File: src/rtl/core/cle_pkg.sv
// ----------------------------------------------------------------------------
// cle_pkg
// Shared types, character codes and status codes of the console line editor.
// ----------------------------------------------------------------------------
package cle_pkg;

   // line store geometry
   localparam int LINE_DEPTH = 128;
   localparam int ADDR_W     = (LINE_DEPTH > 1) ? $clog2(LINE_DEPTH) : 1;

   // character codes
   localparam logic [7:0] CH_NUL   = 8'h00;
   localparam logic [7:0] CH_ETX   = 8'h03;
   localparam logic [7:0] CH_BS    = 8'h08;
   localparam logic [7:0] CH_LF    = 8'h0A;
   localparam logic [7:0] CH_CR    = 8'h0D;
   localparam logic [7:0] CH_SPACE = 8'h20;
   localparam logic [7:0] CH_CARET = 8'h5E;
   localparam logic [7:0] CH_C     = 8'h43;

   // operation codes
   localparam logic OP_RX   = 1'b0;
   localparam logic OP_READ = 1'b1;

   // line status codes
   localparam logic [2:0] ST_RUN    = 3'd0;
   localparam logic [2:0] ST_DONE   = 3'd1;
   localparam logic [2:0] ST_CANCEL = 3'd2;
   localparam logic [2:0] ST_ABORT  = 3'd3;
   localparam logic [2:0] ST_OVFL   = 3'd4;

   // capacity after reset
   localparam logic [6:0] CAP_RESET = 7'd99;

   // what an accepted transaction turns into on the result side
   typedef enum logic [2:0] {
      K_READ,
      K_NUL,
      K_EOL,
      K_BS,
      K_BS_EMPTY,
      K_ETX,
      K_CHAR
   } kind_type;

   // descriptor handed from the decoder to the echo sequencer
   typedef struct packed {
      kind_type   kind;
      logic [7:0] rx_byte;
      logic [2:0] status;
      logic [6:0] length;
      logic       rd_ok;
   } job_type;

   // position lies inside the line store
   function automatic logic pos_ok(logic [6:0] pos);
      return 32'(pos) < 32'(LINE_DEPTH);
   endfunction

endpackage

File: src/rtl/core/cle_echo_seq.sv
// ----------------------------------------------------------------------------
// cle_echo_seq
// Holds one decoded transaction and plays out its result items, one per
// cycle while rsp_stall is low, through a registered output stage.
// ----------------------------------------------------------------------------
module cle_echo_seq (
   input  logic             clock,
   input  logic             reset,
   input  logic             job_load,
   input  cle_pkg::job_type job,
   input  logic [7:0]       rd_data,
   output logic             job_free,
   output logic             rsp_valid,
   input  logic             rsp_stall,
   output logic [7:0]       rsp_echo_byte,
   output logic             rsp_echo_valid,
   output logic             rsp_last,
   output logic [2:0]       rsp_status,
   output logic [6:0]       rsp_line_length,
   output logic [7:0]       rsp_read_data
);

   typedef struct packed {
      logic       valid;
      logic [7:0] data;
   } echo_type;

   // index of the final result of a transaction
   function automatic logic [1:0] last_idx(cle_pkg::kind_type k);
      case (k)
         cle_pkg::K_EOL: return 2'd1;
         cle_pkg::K_BS:  return 2'd2;
         cle_pkg::K_ETX: return 2'd3;
         default:        return 2'd0;
      endcase
   endfunction

   // echo character of result number idx
   function automatic echo_type echo_of(cle_pkg::kind_type k, logic [1:0] idx,
                                        logic [7:0] b);
      echo_type e;
      e.valid = 1'b1;
      e.data  = 8'h00;
      case (k)
         cle_pkg::K_EOL:  e.data = (idx == 2'd0) ? cle_pkg::CH_CR : cle_pkg::CH_LF;
         cle_pkg::K_BS:   e.data = (idx == 2'd1) ? cle_pkg::CH_SPACE : cle_pkg::CH_BS;
         cle_pkg::K_ETX: begin
            case (idx)
               2'd0:    e.data = cle_pkg::CH_CARET;
               2'd1:    e.data = cle_pkg::CH_C;
               2'd2:    e.data = cle_pkg::CH_CR;
               default: e.data = cle_pkg::CH_LF;
            endcase
         end
         cle_pkg::K_CHAR: e.data = b;
         default:         e.valid = 1'b0;
      endcase
      return e;
   endfunction

   cle_pkg::job_type job_ff;
   logic             job_valid_ff;
   logic [1:0]       idx_ff, idx_in;
   logic             rsp_valid_ff;
   logic [7:0]       echo_byte_ff;
   logic             echo_valid_ff;
   logic             last_ff;
   logic [2:0]       status_ff;
   logic [6:0]       length_ff;
   logic [7:0]       read_data_ff;

   logic     load_out;
   logic     is_last;
   echo_type cur_echo;

   // output stage takes the next result when empty or being drained
   assign load_out = job_valid_ff && (!rsp_valid_ff || !rsp_stall);
   assign is_last  = (idx_ff == last_idx(job_ff.kind));
   assign job_free = !job_valid_ff || (load_out && is_last);
   assign cur_echo = echo_of(job_ff.kind, idx_ff, job_ff.rx_byte);

   // result counter
   always_comb begin
      idx_in = idx_ff;
      if (job_free) begin
         idx_in = 2'd0;
      end else if (load_out) begin
         idx_in = idx_ff + 2'd1;
      end
   end

   // job slot and counter
   always_ff @(posedge clock) begin
      if (reset) begin
         job_valid_ff <= 1'b0;
         idx_ff       <= 2'd0;
      end else begin
         idx_ff <= idx_in;
         if (job_free) begin
            job_valid_ff <= job_load;
         end
      end
   end

   always_ff @(posedge clock) begin
      if (job_free && job_load) begin
         job_ff <= job;
      end
   end

   // output register
   always_ff @(posedge clock) begin
      if (reset) begin
         rsp_valid_ff <= 1'b0;
      end else if (load_out) begin
         rsp_valid_ff <= 1'b1;
      end else if (!rsp_stall) begin
         rsp_valid_ff <= 1'b0;
      end
   end

   always_ff @(posedge clock) begin
      if (load_out) begin
         echo_valid_ff <= cur_echo.valid;
         echo_byte_ff  <= cur_echo.valid ? cur_echo.data : 8'h00;
         last_ff       <= is_last;
         status_ff     <= is_last ? job_ff.status : cle_pkg::ST_RUN;
         length_ff     <= is_last ? job_ff.length : 7'd0;
         read_data_ff  <= (job_ff.kind == cle_pkg::K_READ && job_ff.rd_ok) ?
                          rd_data : 8'h00;
      end
   end

   assign rsp_valid       = rsp_valid_ff;
   assign rsp_echo_byte   = echo_byte_ff;
   assign rsp_echo_valid  = echo_valid_ff;
   assign rsp_last        = last_ff;
   assign rsp_status      = status_ff;
   assign rsp_line_length = length_ff;
   assign rsp_read_data   = read_data_ff;

endmodule

File: src/rtl/core/console_line_editor.sv
// ----------------------------------------------------------------------------
// console_line_editor
// Console line assembly with echo generation and a readable line store.
// ----------------------------------------------------------------------------
// Usage:
//   req_*  : one transaction per received byte (op 0) or per line store
//            read (op 1, read_index selects the position).
//   rsp_*  : one to four result transactions per request, the last one
//            flagged by rsp_last and carrying status and line length.
//   csr_*  : write of line_capacity, always ready; write only while idle.
// Requests go to the job slot, their results through the output register.
// Results: one item per cycle while rsp_stall is low; one item for a
//   plain character, read, NUL or empty backspace, 2 for CR/LF, 3 for
//   backspace, 4 for Ctrl-C; an overflowing character also holds off the
//   next request while the single write port stores the terminator.
// The next request is taken in the cycle the previous one hands over its
//   last result to the output register, unless a terminator write pends.
// Reset clears the character count, sets line_capacity to 99 and empties
//   the pipeline; the line store content is not cleared.
// While rsp_stall is high the output register holds and req_stall rises
//   once the pending transaction has no room left.
// ----------------------------------------------------------------------------
module console_line_editor (
   input  logic       clock,
   input  logic       reset,
   input  logic       req_valid,
   output logic       req_stall,
   input  logic       req_op,
   input  logic [7:0] req_rx_byte,
   input  logic [6:0] req_read_index,
   output logic       rsp_valid,
   input  logic       rsp_stall,
   output logic [7:0] rsp_echo_byte,
   output logic       rsp_echo_valid,
   output logic       rsp_last,
   output logic [2:0] rsp_status,
   output logic [6:0] rsp_line_length,
   output logic [7:0] rsp_read_data,
   input  logic       csr_valid,
   output logic       csr_ready,
   input  logic [6:0] csr_data
);

   logic [7:0] line_mem [cle_pkg::LINE_DEPTH];
   logic [7:0] mem_rd_ff;

   logic [6:0] count_ff, count_in;
   logic [6:0] cap_ff;
   logic       pend_ff;
   logic [6:0] pend_pos_ff;

   cle_pkg::job_type dec_job;
   logic             dec_wr;
   logic [6:0]       dec_wr_pos;
   logic [7:0]       dec_wr_data;
   logic             dec_pend;
   logic [6:0]       dec_pend_pos;
   logic [6:0]       cnt_inc;

   logic job_free;
   logic accept;

   // request handshake, held off while the sequencer is busy or the terminator write is pending
   assign req_stall = !job_free || pend_ff;
   assign accept    = req_valid && !req_stall;
   assign csr_ready = 1'b1;
   assign cnt_inc   = count_ff + 7'd1;

   // decode of one request against the current line
   always_comb begin
      dec_job.kind    = cle_pkg::K_READ;
      dec_job.rx_byte = req_rx_byte;
      dec_job.status  = cle_pkg::ST_RUN;
      dec_job.length  = 7'd0;
      dec_job.rd_ok   = cle_pkg::pos_ok(req_read_index);
      dec_wr          = 1'b0;
      dec_wr_pos      = count_ff;
      dec_wr_data     = 8'h00;
      dec_pend        = 1'b0;
      dec_pend_pos    = cnt_inc;
      count_in        = count_ff;
      if (req_op == cle_pkg::OP_RX) begin
         case (req_rx_byte)
            cle_pkg::CH_NUL: begin
               dec_job.kind   = cle_pkg::K_NUL;
               dec_job.status = cle_pkg::ST_ABORT;
               count_in       = 7'd0;
            end
            cle_pkg::CH_CR, cle_pkg::CH_LF: begin
               dec_job.kind   = cle_pkg::K_EOL;
               dec_job.status = cle_pkg::ST_DONE;
               dec_job.length = count_ff;
               dec_wr         = 1'b1;
               count_in       = 7'd0;
            end
            cle_pkg::CH_BS: begin
               if (count_ff != 7'd0) begin
                  dec_job.kind = cle_pkg::K_BS;
                  count_in     = count_ff - 7'd1;
               end else begin
                  dec_job.kind = cle_pkg::K_BS_EMPTY;
               end
            end
            cle_pkg::CH_ETX: begin
               dec_job.kind   = cle_pkg::K_ETX;
               dec_job.status = cle_pkg::ST_CANCEL;
               dec_wr         = 1'b1;
               dec_wr_pos     = 7'd0;
               count_in       = 7'd0;
            end
            default: begin
               dec_job.kind = cle_pkg::K_CHAR;
               dec_wr       = 1'b1;
               dec_wr_data  = req_rx_byte;
               if (cnt_inc == 7'd0 || cnt_inc >= cap_ff) begin
                  dec_job.status = cle_pkg::ST_OVFL;
                  dec_pend       = 1'b1;
                  count_in       = 7'd0;
               end else begin
                  count_in = cnt_inc;
               end
            end
         endcase
      end
   end

   // line state and capacity register
   always_ff @(posedge clock) begin
      if (reset) begin
         count_ff <= 7'd0;
         cap_ff   <= cle_pkg::CAP_RESET;
         pend_ff  <= 1'b0;
      end else begin
         if (accept) begin
            count_ff <= count_in;
         end
         if (csr_valid && csr_ready) begin
            cap_ff <= csr_data;
         end
         pend_ff <= accept && dec_pend && cle_pkg::pos_ok(dec_pend_pos);
      end
   end

   always_ff @(posedge clock) begin
      if (accept) begin
         pend_pos_ff <= dec_pend_pos;
      end
   end

   // line store: one write port, one registered read port
   always_ff @(posedge clock) begin
      if (pend_ff) begin
         line_mem[cle_pkg::ADDR_W'(pend_pos_ff)] <= 8'h00;
      end else if (accept && dec_wr && cle_pkg::pos_ok(dec_wr_pos)) begin
         line_mem[cle_pkg::ADDR_W'(dec_wr_pos)] <= dec_wr_data;
      end
   end

   always_ff @(posedge clock) begin
      if (accept && req_op == cle_pkg::OP_READ && cle_pkg::pos_ok(req_read_index)) begin
         mem_rd_ff <= line_mem[cle_pkg::ADDR_W'(req_read_index)];
      end
   end

   // echo and result sequencing
   cle_echo_seq u_seq (
      .clock           (clock),
      .reset           (reset),
      .job_load        (accept),
      .job             (dec_job),
      .rd_data         (mem_rd_ff),
      .job_free        (job_free),
      .rsp_valid       (rsp_valid),
      .rsp_stall       (rsp_stall),
      .rsp_echo_byte   (rsp_echo_byte),
      .rsp_echo_valid  (rsp_echo_valid),
      .rsp_last        (rsp_last),
      .rsp_status      (rsp_status),
      .rsp_line_length (rsp_line_length),
      .rsp_read_data   (rsp_read_data)
   );

`ifndef ASSERT_OFF
   // no request slips past a pending terminator write
   a_pend_blocks: assert property (@(posedge clock) disable iff (reset)
      pend_ff |-> req_stall)
      else $error("request accepted during pending store write");

   // terminator write occupies a single cycle
   a_pend_single: assert property (@(posedge clock) disable iff (reset)
      pend_ff |=> !pend_ff)
      else $error("pending store write held over");

   // status only on the final result of a transaction
   a_status_last: assert property (@(posedge clock) disable iff (reset)
      (rsp_valid && rsp_status != cle_pkg::ST_RUN) |-> rsp_last)
      else $error("status reported before last result");

   // silent results carry no echo character
   a_echo_zero: assert property (@(posedge clock) disable iff (reset)
      (rsp_valid && !rsp_echo_valid) |-> (rsp_echo_byte == 8'h00))
      else $error("echo byte set without echo valid");
`endif

endmodule

File: config.mk
export PLATFORM = sky130hd
export DESIGN_NAME = console_line_editor
export DESIGN_NICKNAME = d
export VERILOG_FILES = /design/src/rtl/core/cle_pkg.sv /design/src/rtl/core/cle_echo_seq.sv /design/src/rtl/core/console_line_editor.sv
export SDC_FILE = /design/constraint.sdc
export NUM_CORES = 1
export LEC_CHECK = 0
export ABC_AREA = 0
export BUFFER_PORTS_ARGS = -buffer_cell sky130_fd_sc_hd__buf_4
export CORE_MARGIN = 2
export CORE_UTILIZATION = 40
export CTS_CLUSTER_SIZE = 30
export DETAILED_ROUTE_END_ITERATION = 6
export GPL_ROUTABILITY_DRIVEN = 0
export SLEW_MARGIN = 20
export SYNTH_ARGS = -nofsm -noshare
export SYNTH_HDL_FRONTEND = slang
export SYNTH_SLANG_ARGS = --single-unit
File: constraint.sdc
create_clock -name clock -period 12.5 [get_ports clock]
set_input_delay 0.625 -clock clock [delete_from_list [all_inputs] [get_ports clock]]
set_output_delay 0.625 -clock clock [all_outputs]
set_load 0.01 [all_outputs]
==> qor.csv, run 1 <==
stage,metric,value,unit
outcome,outcome,"finished, final reports clean",
synthesis,synth_area,0.0443,mm²
placement,dp_hpwl,71.0,mm
clock_network,cts_resized,0,
worst_setup_path,cp-start-kind,register,
timing,finalMaxSlewViolations,0,
clock_network,cts_buffers,112,
synthesis,synth_warnings,0,
timing,setup_tns,0,ps
clock_network,clk_pin_slew,60,ps
final_layout,final_area,0.0501,mm²
synthesis,ys_seq_elements,1107,
floorplanning,core,0.110,mm²
clock_network,numClockSinks,1107,
timing,skew,36.6,ps
synthesis,synth_most_common_cell,edfxtp_1,
detailed_routing,vias_per_cell,5.70,
floorplanning,std_cell_rows,122,
floorplanning,start_util,0.402,
power_and_ir_drop,clock_power_share,0.406,
floorplanning,fp.dieH,337,µm
power_and_ir_drop,p_comb_frac,0.069,
power_and_ir_drop,internal_power,6.16,mW
clock_network,htreeDepth,3,
timing,setup_viol,0,
global_routing,grt_pass1_wl,161,mm
power_and_ir_drop,p_per_area,159,mW/mm²
global_routing,antenna_found_initial,4,
timing,clock.fmax,0.215,GHz
detailed_routing,via_count,22300,
detailed_routing,antenna_left,0,
detailed_routing,drtPass1Iterations,7,
clock_network,clkLatencyLatePin,690,ps
placement,post-place-cells,3706,
floorplanning,fp.dieArea,0.113,mm²
synthesis,seq_area_frac_synth,0.747,
power_and_ir_drop,swShare,0.225,
global_routing,grt_max_degree,105,
synthesis,avgSynthCellArea,19.8,µm²
synthesis,synth_top_family_by_area,multiplexers,
final_layout,fillers,9336,
synthesis,syn_nets,2283,
detailed_routing,routed_wl,110,mm
worst_setup_path,worstPathMaxFanout,40,
hold_path,hp-class,input pin to register,
job,cap_violations,0,
timing,worst_pin_slew,1180,ps
global_routing,grt_overflow,0,
final_layout,layout-drive-gt1-share,0.241,
final_layout,diodes,0,
clock_network,post_cts_buffers,0,
synthesis,synth_top_area_share,0.738,
synthesis,synth.distinct_cells,65,
power_and_ir_drop,seq_power_share,0.525,
detailed_routing,wl_per_cell,28.2,µm
synthesis,synth-async-reset-ratio,0,
clock_network,cts_hold_buf,0,
timing,relSlewSlack,0.211,
detailed_routing,first_iter_violations,2821,
synthesis,synthXorXnorAreaFrac,0.00158,
timing,finalCritPeriodShare,0.372,
synthesis,synth_mux_area_frac,0.154,
floorplanning,ioPinCount,59,
floorplanning,die_w,337,µm
placement,place_area,0.0465,mm²
synthesis,synth_compound_area_frac,0.0361,
power_and_ir_drop,switchingPower,1.79,mW
final_layout,stdcell_count,3916,
final_layout,multi_input_area,0.0107,mm²
placement,port_buffers,57,
power_and_ir_drop,p_leak,15.8,nW
power_and_ir_drop,ir_drop,122,µV
clock_network,clk_path_buf_depth,3,
worst_setup_path,cp.required,12810,ps
synthesis,netlist_top_cells_area,"edfxtp_1, mux4_2, mux2i_1",
synthesis,syn_inst,2241,
final_layout,final-seq-area,0.0331,mm²
clock_network,cts_tree,done,
clock_network,cts_root_buf,clkbuf_16,
detailed_routing,drc_errors,0,
synthesis,synth_top_flop_cell,edfxtp_1,
global_routing,grtUsageTotal,0.196,
timing,final-hold-violation-count,0,
global_routing,grt_pass1_vias,22800,
synthesis,synth_edf_count,1088,
synthesis,yosysTopAreaCell,edfxtp_1,
worst_setup_path,end_kind,register,
synthesis,yosys-top-cells-count,"edfxtp_1, mux4_2, nor2_1",
worst_setup_path,path_class,register to register,
timing,rsz0062_at_grt,false,
final_layout,fin_nets,2375,
synthesis,synthSimpleGateAreaFrac,0.0442,
synthesis,yosys.area_share.adder,0.00396,
timing,period_needed,4650,ps
worst_setup_path,worstPathArrival,4960,ps
final_layout,area_delta_synth_final,13.1,%
[logic make-up (layout without fill, tap and decap cells)]
family,after synthesis,after routing
buffers and inverters,144,331
xor gates and xnor gates,8,8
DFF,1107,1107
adders and majority gates,14,14
muxes,359,359
and+or+nand+nor,396,396
other,1,1
AOI/OAI and AO/OA,212,212
[sequential cells by signal, summed over array words and instances, names as in the netlist]
name and flops:
pend_ff 1, u_seq.rsp_line_length 7, u_seq.rsp_status 3, u_seq.job_ff 21, mem_rd_ff 8, count_ff 7, line_mem 1024, u_seq.rsp_valid 1
u_seq.rsp_echo_byte 8, u_seq.rsp_read_data 8, u_seq.job_valid_ff 1, u_seq.rsp_echo_valid 1, cap_ff 7, pend_pos_ff 7, u_seq.idx_ff 2, u_seq.rsp_last 1
[worst paths after layout]
check	start	end	slack (ps)	cells past startpoint
worst min register to register	cap_ff[0]	cap_ff[0]	500	2
worst max-delay path	u_seq.job_ff[20]	line_mem[71][6]	7850	8
worst max register to register	u_seq.job_ff[20]	line_mem[71][6]	7850	8
worst min-delay path	csr_data[6]	cap_ff[6]	160	3
[cell type report]
type | count | area share
multi-input combinational | 990 | 0.215
inverter | 21 | 0.00157
timing repair buffer | 101 | 0.0158
tap | 1488 | 0.0372
sequential | 1107 | 0.660
clock buffer | 132 | 0.0583
clock inverter | 77 | 0.0125
[power by group through the flow]
stage	combinational [mW]	clock (mW)	sequential, mW
6_report	0.548	3.23	4.17
5_1_grt	0.583	3.43	4.17
4_1_cts	0.549	3.29	4.17
3_5_place_dp	0.548	0	4.24
3_3_place_gp	0.541	0	4.24
2_1_floorplan	0.336	0	4.24
[per-layer routing]
| layer | part of all wire | vias up | global-route usage |
|---|---|---|---|
| met2 | 0.48 | 981 | 0.314 |
| met1 | 0.42 | 11700 | 0.273 |
| li1 | - | 9439 | - |
| met5 | 0.00012 | - | 0 |
| met4 | 0.029 | 2 | 0.0631 |
| met3 | 0.077 | 176 | 0.0360 |
[cells in the final DEF (no fill, tap or decap), drive strengths merged, types with 16 or more instances in the layout]
cell type  netlist  routed
mux2            16      16
edfxtp        1088    1088
inv             20      21
and2            35      35
o21ai           36      36
a21oi           43      43
dfxtp           19      19
a22o            19      19
a31oi           19      19
buf             61     101
nor3            32      32
nand3           20      20
mux2i           87      87
nor2           176     176
a221oi          49      49
clkbuf          62     132
clkinv           1      59
mux4           256     256
nand2           54      54
[worst max-delay path, stage by stage (launching register included)]
cell and delay, ps:
edfxtp_1 570, nor2b_1 460, nand2b_1 270, a211oi_2 440
nor2_4 60, buf_4 300, nor2_1 690, mux2i_1 1000
nor2_1 470
[through the flow]
step	utilization	hold WS [ps]	setup slack (ps)	power [mW]
after floorplan	-	446	2050	4.57
after global placement	0.422	490	7660	4.78
after detailed placement	0.422	492	7770	4.79
after CTS	0.454	120	7940	8.00
after global routing	0.454	139	7650	8.19
final	0.454	157	7850	7.94
Power figures use the tool's default switching activity.
==> inputs of run 2 (changes only) <==
==> constraint.sdc (replaced) <==
create_clock -name clock -period 4.2 [get_ports clock]
set_input_delay 0.21 -clock clock [delete_from_list [all_inputs] [get_ports clock]]
set_output_delay 0.21 -clock clock [all_outputs]
set_load 0.01 [all_outputs]
==> run 2 against run 1 <==
Global-route usage grew 0.14 points. Die area unchanged. Count of clock-buffer cells in the layout shrank 6. Final cell count is 3.2% higher. Sequential share of layout area is 1.8 points lower. Non-clock buffer count rose by 135. Critical path depth grew 3. Critical path type unchanged. Largest power group unchanged. Highest routed layer is now met4.
==> qor.csv, run 2 (synthesis results as in run 1) <==
stage,metric,value,unit
hold_path,min_delay_path_depth,2,
clock_network,numClockSinks,1107,
global_routing,antenna_found_initial,1,
final_layout,largest_reg_flops,1024,
final_layout,final_cell_mix,"edfxtp_1, mux4_2, buf_4, nor2_1, clkbuf_16",
floorplanning,core,0.110,mm²
final_layout,final_area,0.0514,mm²
placement,dp_hpwl,72.3,mm
global_routing,grtUsageTotal,0.198,
timing,finalCritPeriodShare,0.904,
final_layout,final-seq-area,0.0331,mm²
power_and_ir_drop,p_per_area,466,mW/mm²
timing,skew,27.0,ps
worst_setup_path,worstPathMaxFanout,15,
power_and_ir_drop,ir_drop,355,µV
final_layout,final_common_cell,edfxtp_1,
hold_path,hp-start,req_rx_byte[7],
detailed_routing,drtPass1Iterations,6,
floorplanning,std_cell_rows,122,
global_routing,grt_pass1_vias,23500,
worst_setup_path,rrSetupSlack,400,ps
worst_setup_path,path_class,register to register,
final_layout,area_delta_synth_final,16.2,%
power_and_ir_drop,total_power,23.9,mW
global_routing,grt_pass1_wl,163,mm
clock_network,cts_root_buf,clkbuf_16,
floorplanning,ioPinCount,59,
floorplanning,start_util,0.402,
placement,post-place-cells,3807,
worst_setup_path,reg2reg_from,u_seq.job_ff[20],
clock_network,cts_buffers,111,
timing,worst_pin_slew,1060,ps
worst_setup_path,reg2reg_to,line_mem[60][1],
detailed_routing,antenna_left,0,
clock_network,clk_pin_slew,60,ps
detailed_routing,vias_per_cell,5.72,
global_routing,grt_max_degree,129,
final_layout,diodes,0,
clock_network,cts_resized,0,
detailed_routing,first_iter_violations,2627,
worst_setup_path,rr_worst_depth,11,
clock_network,clkLatencyLatePin,680,ps
detailed_routing,via_count,23100,
final_layout,multi_input_area,0.0107,mm²
clock_network,htreeDepth,3,
timing,worst_slack,402,ps
job,cap_violations,0,
hold_path,min_to,u_seq.job_ff[18],
timing,finalMaxSlewViolations,0,
final_layout,fin_nets,2509,
final_layout,top_regs,"line_mem (1024), u_seq.job_ff (21)",
final_layout,final_util,0.467,
timing,clock.fmax,0.263,GHz
worst_setup_path,worstPathArrival,4240,ps
detailed_routing,drc_errors,0,
final_layout,layout-drive-gt1-share,0.266,
hold_path,hp-class,input pin to register,
timing,setup_viol,0,
floorplanning,fp.dieH,337,µm
worst_setup_path,cp-start-kind,register,
timing,setup_tns,0,ps
power_and_ir_drop,p_leak,16.6,nW
worst_setup_path,cp.required,4640,ps
floorplanning,fp.dieArea,0.113,mm²
global_routing,grt_overflow,0,
timing,period_needed,3800,ps
final_layout,stdcell_count,4042,
worst_setup_path,end_kind,register,
timing,relSlewSlack,0.291,
floorplanning,die_w,337,µm
timing,final-hold-violation-count,0,
placement,place_ws,470,ps
detailed_routing,routed_wl,111,mm
placement,port_buffers,57,
placement,place_area,0.0475,mm²
clock_network,clk_path_buf_depth,3,
final_layout,fillers,9134,
final_layout,largest_register,line_mem,
outcome,outcome,"finished, final reports clean",
detailed_routing,wl_per_cell,27.5,µm
clock_network,cts_tree,done,
timing,fin_hold_ws,279,ps
timing,rsz0062_at_grt,false,
[run 2: per-layer routing]
| metal | up-vias | global-route usage | part of all wire |
|---|---|---|---|
| met1 | 12100 | 0.277 | 0.42 |
| met4 | 0 | 0.0625 | 0.029 |
| met3 | 204 | 0.0403 | 0.085 |
| met2 | 1144 | 0.311 | 0.47 |
| li1 | 9712 | - | - |
| met5 | - | 0 | 0 |
[run 2: worst max-delay path: stages (launching register included)]
cell      delay (ps)
edfxtp_1         530
nand2b_1         230
a211oi_1         380
a211oi_2         120
nor2_4           390
buf_4            220
nor2_1            60
buf_4            180
a32oi_2          840
buf_4            280
nor2_1            70
buf_4            230
[run 2: report_power, final]
| group | switching [mW] | internal [mW] | leakage [nW] | total (mW) |
|---|---|---|---|---|
| logic | 1.17 | 0.626 | 4.65 | 1.80 |
| registers | 0.0778 | 12.3 | 10.2 | 12.4 |
| clock network | 4.08 | 5.68 | 1.75 | 9.77 |
[run 2: worst max-delay path by stage]
stage                       to  slack [ps]        startpoint  cells past startpoint
6_report       line_mem[60][1]         400  u_seq.job_ff[20]                     11
5_1_grt        line_mem[93][2]         170  u_seq.job_ff[20]                      8
3_5_place_dp   line_mem[11][1]         470            req_op                     10
2_1_floorplan   line_mem[0][3]        -610           pend_ff                      8
4_1_cts        line_mem[93][2]         460  u_seq.job_ff[20]                      8
3_3_place_gp   line_mem[11][3]         540    req_rx_byte[5]                      9
[run 2: cell type report]
type | count | area share
inverters | 21 | 0.00153
well taps | 1488 | 0.0362
clock buffers | 126 | 0.0559
multi-input cells | 990 | 0.209
repair buffers | 236 | 0.0413
flip-flops and latches | 1107 | 0.643
clock inverters | 74 | 0.0137
[run 2: timing repair]
| item | CTS | global route |
|---|---|---|
| setup buffers | 0 | 0 |
| hold endpoints to repair | 35 | 0 |
| hold buffers | 35 | 0 |
==> inputs of run 3 (changes only) <==
--- a/config.mk
+++ b/config.mk
@@ -6,7 +6,7 @@
 export NUM_CORES = 1
 export LEC_CHECK = 0
 export ABC_AREA = 0
-export BUFFER_PORTS_ARGS = -buffer_cell sky130_fd_sc_hd__buf_4
+export BUFFER_PORTS_ARGS = -buffer_cell sky130_fd_sc_hd__buf_2
 export CORE_MARGIN = 2
 export CORE_UTILIZATION = 40
 export CTS_CLUSTER_SIZE = 30
==> run 3 against run 2 <==
Fmax is 6.1% lower. Final cell count about the same. Power fell by 1.2%. Sequential power hardly changed. Sequential share of layout area grew 0.29 points. Core utilization down 0.21 points. Clock power shrank 2.6%. Die area did not move. Combinational power about the same. Sequential cell count unchanged. Setup slack worse by 250 ps. Critical endpoint is now line_mem[77][7]. Largest cell class unchanged.
==> qor.csv, run 3 (synthesis results as in run 1) <==
stage,metric,value,unit
power_and_ir_drop,total_power,23.7,mW
final_layout,final_util,0.465,
power_and_ir_drop,switchingPower,5.31,mW
outcome,outcome,"finished, final reports clean",
final_layout,area_delta_synth_final,15.7,%
worst_setup_path,worstPathArrival,4340,ps
floorplanning,std_cell_rows,122,
final_layout,largest_reg_flops,1024,
power_and_ir_drop,ir_drop,361,µV
final_layout,layout-drive-gt1-share,0.266,
floorplanning,fp.dieArea,0.113,mm²
placement,port_buffers,57,
power_and_ir_drop,p_comb_frac,0.075,
timing,worst_pin_slew,1110,ps
clock_network,cts_buffers,110,
clock_network,cts_tree,done,
timing,finalMaxSlewViolations,0,
detailed_routing,drtPass1Iterations,7,
worst_setup_path,cp.required,4490,ps
power_and_ir_drop,p_per_area,462,mW/mm²
timing,finalCritPeriodShare,0.963,
worst_setup_path,end_kind,register,
power_and_ir_drop,p_leak,16.5,nW
final_layout,fin_nets,2508,
final_layout,diodes,0,
global_routing,grt_pass1_wl,164,mm
hold_path,hp-start,req_read_index[1],
detailed_routing,routed_wl,112,mm
floorplanning,ioPinCount,59,
final_layout,fillers,9194,
global_routing,grt_overflow,0,
clock_network,clk_pin_slew,60,ps
final_layout,final_common_cell,edfxtp_1,
worst_setup_path,cp-start-kind,register,
floorplanning,fp.dieH,337,µm
job,cap_violations,0,
timing,rsz0062_at_grt,false,
final_layout,stdcell_count,4044,
worst_setup_path,path_class,register to register,
clock_network,htreeDepth,3,
timing,skew,28.3,ps
clock_network,cts_root_buf,clkbuf_16,
placement,place_ws,150,ps
timing,relSlewSlack,0.259,
detailed_routing,wl_per_cell,27.8,µm
floorplanning,die_w,337,µm
timing,clock.fmax,0.247,GHz
placement,dp_hpwl,73.0,mm
timing,setup_viol,0,
worst_setup_path,reg2reg_from,u_seq.job_ff[20],
detailed_routing,antenna_left,0,
final_layout,top_regs,"line_mem (1024), u_seq.job_ff (21)",
detailed_routing,vias_per_cell,5.69,
global_routing,antenna_found_initial,0,
global_routing,grt_pass1_vias,23300,
placement,post-place-cells,3808,
worst_setup_path,worstPathMaxFanout,11,
timing,final-hold-violation-count,0,
power_and_ir_drop,internal_power,18.4,mW
floorplanning,start_util,0.402,
final_layout,final_cell_mix,"edfxtp_1, mux4_2, nor2_1, buf_4, clkbuf_16",
clock_network,post_cts_buffers,0,
detailed_routing,first_iter_violations,3221,
timing,setup_tns,0,ps
detailed_routing,via_count,23000,
hold_path,hp-class,input pin to register,
clock_network,numClockSinks,1107,
timing,period_needed,4040,ps
power_and_ir_drop,seq_power_share,0.523,
floorplanning,core,0.110,mm²
worst_setup_path,crit_start,u_seq.job_ff[20],
global_routing,grtUsageTotal,0.199,
global_routing,grt_max_degree,129,
timing,worst_slack,155,ps
power_and_ir_drop,clock_power_share,0.402,
clock_network,clkLatencyLatePin,690,ps
final_layout,largest_register,line_mem,
power_and_ir_drop,swShare,0.224,
clock_network,clk_path_buf_depth,3,
detailed_routing,drc_errors,0,
==> run 3: changes by cell type in the layout (fill, tap and decap cells not counted), moves of 3 or more <==
cell	change
inv_6	-3
bufinv_16	-3
clkinv_1	-6
clkbuf_1	+8
buf_4	-55
clkinv_2	+9
buf_2	+54
==> run 3: power groups by stage <==
stage / Combinational [mW] / Sequential (mW) / Clock, mW
final: 1.78 / 12.4 / 9.52
after CTS: 1.77 / 12.4 / 9.68
after global routing: 1.88 / 12.4 / 10.1
after floorplan: 1.01 / 12.6 / 0
after detailed placement: 1.74 / 12.6 / 0
after global placement: 1.72 / 12.6 / 0
==> run 3: through the flow <==
stage,instance area [µm²],hold slack (ps)
floorplan,44300,309
global placement,47400,429
detailed placement,47400,445
CTS,51200,33.6
global route,51200,85.0
finish,51200,90.2
==> run 3: path summary, 6_finish.rpt <==
check | endpoint | slack, ps | depth (start not counted)
max | line_mem[77][7] | 160 | 9
min | mem_rd_ff[4] | 90 | 2
min reg2reg | u_seq.idx_ff[1] | 510 | 2
max reg2reg | line_mem[77][7] | 160 | 9
==> run 3: final cells by class <==
class / instances / area (µm²) / share of cell area
clock inverters: 70 / 618 / 0.0121
clock buffers: 132 / 2860 / 0.0558
repair buffers: 236 / 2010 / 0.0393
flip-flops and latches: 1107 / 33100 / 0.645
multi-input cells: 990 / 10700 / 0.210
inverters: 21 / 78.8 / 0.00154
well taps: 1488 / 1860 / 0.0364
==> run 3: worst max-delay path: stages (launching register included) <==
cell      delay (ps)
edfxtp_1         510
nor2b_2          370
nand2b_1         230
a211oi_2         430
nor2_4           150
buf_4            210
nor3_1           460
a22oi_1          130
buf_4            250
nor2_1           870
==> run 3: what timing repair did <==
action	in CTS	in global routing
setup endpoints to repair	0	58
hold buffers	34	0
hold endpoints to repair	24	0
gates resized for setup	0	1
==> run 3: metal layers <==
metal  vias to the layer above  GRT usage  wire length [µm]
met5                         -          0                 0
met4                         0     0.0527              2640
met3                       183     0.0393              9260
met2                      1088      0.320             54100
met1                     12000      0.279             46300
li1                       9712          -                 -
